File: src/sv/ld_pkg.sv
package ld_pkg;

    localparam int RECORD_DEPTH = 4096;
    localparam int ADDR_W       = $clog2(RECORD_DEPTH);
    localparam int CNT_W        = ADDR_W + 1;
    localparam int SAMPLE_W     = 16;
    localparam int FRAC_W       = 16;
    localparam int COEF_W       = SAMPLE_W + FRAC_W + 8;
    localparam int RES_W        = 18;

    localparam int SX_W  = 24;
    localparam int SXX_W = 36;
    localparam int SY_W  = 28;
    localparam int SXY_W = 40;

    localparam int OPND_W   = 41;
    localparam int MAG_W    = OPND_W - 1;
    localparam int PROD_W   = 2 * MAG_W;
    localparam int DEN_W    = 48;
    localparam int NUM_W    = 66;
    localparam int DIVD_W   = NUM_W - 1 + FRAC_W;
    localparam int STEP_W   = 7;
    localparam int MUL_STEPS = MAG_W;
    localparam int DIV_STEPS = DIVD_W;

    localparam logic OP_PUSH = 1'b0;
    localparam logic OP_PULL = 1'b1;

    localparam logic [1:0] ST_OK     = 2'd0;
    localparam logic [1:0] ST_DEGEN  = 2'd1;
    localparam logic [1:0] ST_NODATA = 2'd2;

    typedef struct packed {
        logic start;
        logic done;
    } fit_ctl_t;

    function automatic logic signed [COEF_W-1:0] sat_coef(input logic signed [DIVD_W+1:0] v);
        logic fits;
        fits = (&v[DIVD_W+1:COEF_W-1]) | ~(|v[DIVD_W+1:COEF_W-1]);
        if (fits)
            return v[COEF_W-1:0];
        else if (v[DIVD_W+1])
            return {1'b1, {(COEF_W-1){1'b0}}};
        else
            return {1'b0, {(COEF_W-1){1'b1}}};
    endfunction

    function automatic logic signed [RES_W-1:0] sat_res(input logic signed [COEF_W-1:0] v);
        logic fits;
        fits = (&v[COEF_W-1:RES_W-1]) | ~(|v[COEF_W-1:RES_W-1]);
        if (fits)
            return v[RES_W-1:0];
        else if (v[COEF_W-1])
            return {1'b1, {(RES_W-1){1'b0}}};
        else
            return {1'b0, {(RES_W-1){1'b1}}};
    endfunction

endpackage

File: src/sv/ld_fit.sv
module ld_fit (
    input  logic                                clk,
    input  logic                                rst_n,
    input  logic                                start,
    input  logic [ld_pkg::CNT_W-1:0]            n,
    input  logic [ld_pkg::SX_W-1:0]             sx,
    input  logic [ld_pkg::SXX_W-1:0]            sxx,
    input  logic signed [ld_pkg::SY_W-1:0]      sy,
    input  logic signed [ld_pkg::SXY_W-1:0]     sxy,
    output logic                                done,
    output logic signed [ld_pkg::COEF_W-1:0]    slope,
    output logic signed [ld_pkg::COEF_W-1:0]    intercept
);
    import ld_pkg::*;

    typedef enum logic [2:0] {F_IDLE, F_MINIT, F_MUL, F_ACC, F_DINIT, F_DIV, F_RND} fstate_t;

    fstate_t                   state_reg;
    logic [2:0]                k_reg;
    logic [STEP_W-1:0]         cnt_reg;
    logic [PROD_W-1:0]         ma_reg;
    logic [MAG_W-1:0]          mb_reg;
    logic [PROD_W-1:0]         prod_reg;
    logic                      pneg_reg;
    logic signed [PROD_W:0]    t_reg;
    logic [DEN_W-1:0]          d_reg;
    logic signed [NUM_W-1:0]   ns_reg;
    logic signed [NUM_W-1:0]   ni_reg;
    logic                      sel_reg;
    logic [DIVD_W-1:0]         dm_reg;
    logic [DIVD_W-1:0]         dq_reg;
    logic [DEN_W-1:0]          dr_reg;
    logic                      dneg_reg;
    logic                      done_reg;
    logic signed [COEF_W-1:0]  slope_reg;
    logic signed [COEF_W-1:0]  intercept_reg;

    logic signed [OPND_W-1:0]  opa;
    logic signed [OPND_W-1:0]  opb;
    logic signed [OPND_W-1:0]  abs_a;
    logic signed [OPND_W-1:0]  abs_b;
    logic signed [PROD_W:0]    p_signed;
    logic signed [PROD_W:0]    diff;
    logic signed [NUM_W-1:0]   num;
    logic [NUM_W-1:0]          num_mag;
    logic [DEN_W:0]            rs;
    logic                      ge;
    logic [DIVD_W:0]           q1;
    logic signed [DIVD_W+1:0]  q_signed;

    always_comb
    begin
        case (k_reg)
            3'd0:    begin opa = OPND_W'(n);   opb = OPND_W'(sxx); end
            3'd1:    begin opa = OPND_W'(sx);  opb = OPND_W'(sx);  end
            3'd2:    begin opa = OPND_W'(n);   opb = OPND_W'(sxy); end
            3'd3:    begin opa = OPND_W'(sx);  opb = OPND_W'(sy);  end
            3'd4:    begin opa = OPND_W'(sxx); opb = OPND_W'(sy);  end
            default: begin opa = OPND_W'(sx);  opb = OPND_W'(sxy); end
        endcase
        abs_a    = opa[OPND_W-1] ? -opa : opa;
        abs_b    = opb[OPND_W-1] ? -opb : opb;
        p_signed = pneg_reg ? -$signed({1'b0, prod_reg}) : $signed({1'b0, prod_reg});
        diff     = t_reg - p_signed;
        num      = sel_reg ? ni_reg : ns_reg;
        num_mag  = num[NUM_W-1] ? NUM_W'(-num) : NUM_W'(num);
        rs       = {dr_reg, dm_reg[DIVD_W-1]};
        ge       = rs >= {1'b0, d_reg};
        q1       = {1'b0, dq_reg} + (DIVD_W+1)'({dr_reg, 1'b0} >= {1'b0, d_reg});
        q_signed = dneg_reg ? -$signed({1'b0, q1}) : $signed({1'b0, q1});
    end

    always_ff @(posedge clk or negedge rst_n)
    begin
        if (!rst_n)
        begin
            state_reg     <= F_IDLE;
            done_reg      <= 1'b0;
            k_reg         <= '0;
            sel_reg       <= 1'b0;
            cnt_reg       <= '0;
            slope_reg     <= '0;
            intercept_reg <= '0;
        end
        else
        begin
            done_reg <= 1'b0;
            case (state_reg)
                F_IDLE:
                begin
                    if (start)
                    begin
                        k_reg     <= '0;
                        state_reg <= F_MINIT;
                    end
                end
                F_MINIT:
                begin
                    ma_reg    <= PROD_W'(abs_a[MAG_W-1:0]);
                    mb_reg    <= abs_b[MAG_W-1:0];
                    prod_reg  <= '0;
                    pneg_reg  <= opa[OPND_W-1] ^ opb[OPND_W-1];
                    cnt_reg   <= STEP_W'(MUL_STEPS);
                    state_reg <= F_MUL;
                end
                F_MUL:
                begin
                    if (cnt_reg == '0)
                    begin
                        state_reg <= F_ACC;
                    end
                    else
                    begin
                        if (mb_reg[0])
                        begin
                            prod_reg <= prod_reg + ma_reg;
                        end
                        ma_reg  <= ma_reg << 1;
                        mb_reg  <= mb_reg >> 1;
                        cnt_reg <= cnt_reg - 1'b1;
                    end
                end
                F_ACC:
                begin
                    case (k_reg)
                        3'd1:    d_reg  <= diff[DEN_W-1:0];
                        3'd3:    ns_reg <= diff[NUM_W-1:0];
                        3'd5:    ni_reg <= diff[NUM_W-1:0];
                        default: t_reg  <= p_signed;
                    endcase
                    if (k_reg == 3'd5)
                    begin
                        sel_reg   <= 1'b0;
                        state_reg <= F_DINIT;
                    end
                    else
                    begin
                        k_reg     <= k_reg + 1'b1;
                        state_reg <= F_MINIT;
                    end
                end
                F_DINIT:
                begin
                    dneg_reg  <= num[NUM_W-1];
                    dm_reg    <= {num_mag[NUM_W-2:0], {FRAC_W{1'b0}}};
                    dq_reg    <= '0;
                    dr_reg    <= '0;
                    cnt_reg   <= STEP_W'(DIV_STEPS);
                    state_reg <= F_DIV;
                end
                F_DIV:
                begin
                    if (cnt_reg == '0)
                    begin
                        state_reg <= F_RND;
                    end
                    else
                    begin
                        dr_reg  <= ge ? DEN_W'(rs - {1'b0, d_reg}) : rs[DEN_W-1:0];
                        dq_reg  <= {dq_reg[DIVD_W-2:0], ge};
                        dm_reg  <= dm_reg << 1;
                        cnt_reg <= cnt_reg - 1'b1;
                    end
                end
                F_RND:
                begin
                    if (sel_reg)
                    begin
                        intercept_reg <= sat_coef(q_signed);
                        done_reg      <= 1'b1;
                        state_reg     <= F_IDLE;
                    end
                    else
                    begin
                        slope_reg <= sat_coef(q_signed);
                        sel_reg   <= 1'b1;
                        state_reg <= F_DINIT;
                    end
                end
                default:
                begin
                    state_reg <= F_IDLE;
                end
            endcase
        end
    end

    assign done      = done_reg;
    assign slope     = slope_reg;
    assign intercept = intercept_reg;

endmodule

File: config.mk
export PLATFORM = sky130hd
export DESIGN_NAME = ld_fit
export DESIGN_NICKNAME = d
export VERILOG_FILES = /design/src/sv/ld_pkg.sv /design/src/sv/ld_fit.sv
export SDC_FILE = /design/constraint.sdc
export NUM_CORES = 2
export LEC_CHECK = 0
export BUFFER_PORTS_ARGS = -buffer_cell sky130_fd_sc_hd__buf_2
export CAP_MARGIN = 5
export CORE_MARGIN = 4
export CORE_UTILIZATION = 57
export CTS_CLUSTER_SIZE = 12
export DETAILED_ROUTE_END_ITERATION = 16
export HOLD_SLACK_MARGIN = 0.06
export PLACE_DENSITY_LB_ADDON = 0.1
export SYNTH_ARGS = -nofsm -noshare
export SYNTH_HDL_FRONTEND = slang
export SYNTH_SLANG_ARGS = --single-unit
File: constraint.sdc
create_clock -name clk -period 11.2 [get_ports clk]
set_input_delay 0.56 -clock clk [delete_from_list [all_inputs] [get_ports clk]]
set_output_delay 0.56 -clock clk [all_outputs]
set_load 0.05 [all_outputs]
==> results.md <==
- Leading cell type in the layout, fill and taps excluded: edfxtp_1
- Netlist cell types: 94
- EDFF count, synth: 614
- CTS tree: yes
- Via count: 37.0k
- Hold wc startpoint: sxx[29]
- Sequential area share after synthesis: 45.0%
- Largest net degree at the start of global routing: 163
- Max FFs per register: 81
- CP endpoint kind: flip-flop
- CP max stage cell: nand4_1
- M3 GR Usage: 3.51%
- Most used cell, CP: a21o_1
- Post-CTS Setup Bufs: 0
- Detailed placer's ending HPWL: 88200 µm
- Avg Cell Area, Syn: 9.65 µm²
- Post-DRT Antenna Nets: 0
- Crit path launch type: flip-flop
- Worst Hold Class: in -> reg
- Ports: 225
- Worst reg2reg path endpoint: intercept[15]
- Drt pass-1 iters: 7
- Gr busiest metal: met2
- Initial core utilization: 57.4%
- Cell chosen for the clock root: clkbuf_16
- H-tree Lvls: 3
- R2R depth: 32
- Worst skew pair latency: 0.65 ns
- Worst Max-Slew Pin Slew: 1.17 ns
- CTS sink cnt: 709
- Min-Delay Path Depth: 3
- Worst Path Max Fanout: 39
- Final RePlAce weighted congestion: 0.940
- CTS buffer count: 81
- Synth-to-layout area growth: 9.80%
- Ys Warns: 0
- Core region area: 80500 µm²
- Site Rows: 104
- Max Clock Skew: 0.0250 ns
- WL/cell: 20.0 µm
- Hold Path End: ma_reg[29]
- Full die area: 85800 µm²
- M1 GR Usage: 41.5%
- Mapped Nets: 5130
- CTS max path bufs: 3
- Pleak: 20.4 nW
- Max Fclk: 105 MHz
- Fin. Hold Viols: 0
- Global-route wire length before repair: 193000 µm
- FFs w/ async S/R, synth: 13.4%
- Slew headroom: 21.5%
- Vias per cell: 6.12
- Gr usage total: 27.7%
- DRC: 0
- Critical path data required time: 11.77 ns
- Met2 Usage GRT: 42.7%
- Mapped cell area: 46300 µm²
- Final setup TNS: 0 ns
- Arrival @ worst endpoint: 10.06 ns
- Final setup viols: 0
- Peak supply drop: 0.136 mV
- Initial DRC Count: 3202
- Final WL: 121000 µm
- FILL cells: 6736
- Number of global-route vias before repair: 34.9k
- Setup CP Type: reg -> reg
- Synthesized instance count: 4792
- Status: finished, final reports clean
- Reg clk slew, reported paths: 0.06 ns
- Total power: 6.32 mW
- Global route overflow: 0
- Max-cap violations: 0
- Die Y: 293 µm
- Layout cell share with drive strength beyond 1: 9.38%
- Tcrit/Tclk final: 84.8%
- R2R setup slack: 1.71 ns
- Reg2reg start: dr_reg[17]
- Pwr Density: 125 nW/µm²
- RSZ-0062 raised after global routing: false
- Layout Nets: 5255
- Fin. max-slew vios: 0
- Max stage delay on crit path: 0.80 ns
- Die Span X: 293 µm
- Initial antenna violation count: 7
- Most frequent cells in the layout: 614 x edfxtp_1, 419 x nand2_1, 405 x nor2_1
- Main synth FF type: edfxtp_1
- Input/output buffers: 224
- Min Tclk post-route: 9.49 ns
- Post-synthesis register bit count: 709
routing by layer:
metal	wire length [µm]	vias to the layer above	part of all wire, %
met4	3220	8	2.7
met3	7920	184	6.5
met5	48	-	0.040
met2	53300	1217	44
li1	-	17900	-
met1	56600	17700	47
worst max-delay path: cells and delay by family (launching register included):
family,cells,cell delay (ns)
adder cells (fa/ha/maj),3,1.19
AO/OA/AOI/OAI,16,2.62
flip-flops,1,0.40
buffers and inverters,2,0.67
AND/OR/NAND/NOR,11,4.49
through the flow:
step | utilization [%] | setup WS, ns | std cells | instance area [µm²] | hold WS (ns)
after floorplan | - | 0.0658 | 4792 | 46300 | 0.264
after global placement | 59.9 | 2.04 | 5893 | 48300 | 0.466
after detailed placement | 59.9 | 1.85 | 5893 | 48300 | 0.475
after CTS | 63.1 | 1.82 | 6041 | 50800 | 0.219
after global routing | 63.1 | 0.949 | 6041 | 50800 | 0.254
final | 63.1 | 1.71 | 6042 | 50800 | 0.248
power by group:
group          switching [mW]  total (mW)  internal (mW)
clock network            1.10        2.56           1.46
logic                   0.446       0.736          0.290
registers              0.0530        3.03           2.98
final cells by class:
| type | instances | area [µm²] | share of cell area, % |
|---|---|---|---|
| antenna | 1 | 2.50 | 0.00493 |
| clock buffer | 111 | 2160 | 4.25 |
| clock inverter | 36 | 369 | 0.727 |
| inverter | 192 | 721 | 1.42 |
| multi-input combinational | 3666 | 23900 | 47.1 |
| sequential | 709 | 20800 | 41.0 |
| tap | 1060 | 1330 | 2.61 |
| timing repair buffer | 267 | 1470 | 2.90 |
Yosys cell counts, types with 23 or more instances:
master      n  share of area, %
nor2b_1    41              0.55
a21o_1    144               2.3
dfrtp_1    95               5.1
or4_1      24              0.39
nand3_1   195               2.1
ha_1      191               5.2
inv_1     191               1.5
nand4_1    71              0.96
o211ai_1   23              0.37
and2_1    111               1.5
or3_1      30              0.41
nor3_1    106               1.1
o21ai_0   336               3.6
mux2i_1    98               2.1
xnor2_1   281               5.3
nor4_1     55              0.74
edfxtp_1  614                40
a31oi_1    41              0.55
or2_2      27              0.37
and3_1     89               1.2
xor2_1    187               3.5
clkbuf_1  169               1.4
o31ai_1    44              0.71
nor2_1    410               3.3
o21a_1     25              0.41
a21oi_1   302               3.3
nand2_1   421               3.4
nand2b_1   57              0.77
how the worst max path moves through the flow:
stage	slack [ns]	cells after the start	from	to
finish	1.71	32	dr_reg[17]	intercept[15]
global route	0.95	31	dr_reg[17]	intercept[5]
CTS	1.82	32	dr_reg[17]	slope[5]
detailed placement	1.85	32	dr_reg[17]	slope[5]
global placement	2.04	32	dr_reg[17]	slope[22]
floorplan	0.07	4	state_reg[2]	dm_reg[16]
kinds of logic after synthesis:
| kind of cell | count (synthesis) | synth area share (%) |
|---|---|---|
| compound gates | 1171 | 16.1 |
| fa+ha+maj | 194 | 5.30 |
| xor+xnor | 468 | 8.86 |
| simple gates | 1728 | 18.9 |
| flops | 709 | 45.0 |
| buf+inv | 417 | 3.56 |
| mux | 105 | 2.29 |
timing repair:
item                      4_1_cts  5_1_grt
resized for setup               0        0
hold buffers                    1        0
hold endpoints to repair       28        0
Note: power is estimated with default switching activity, not from simulation.
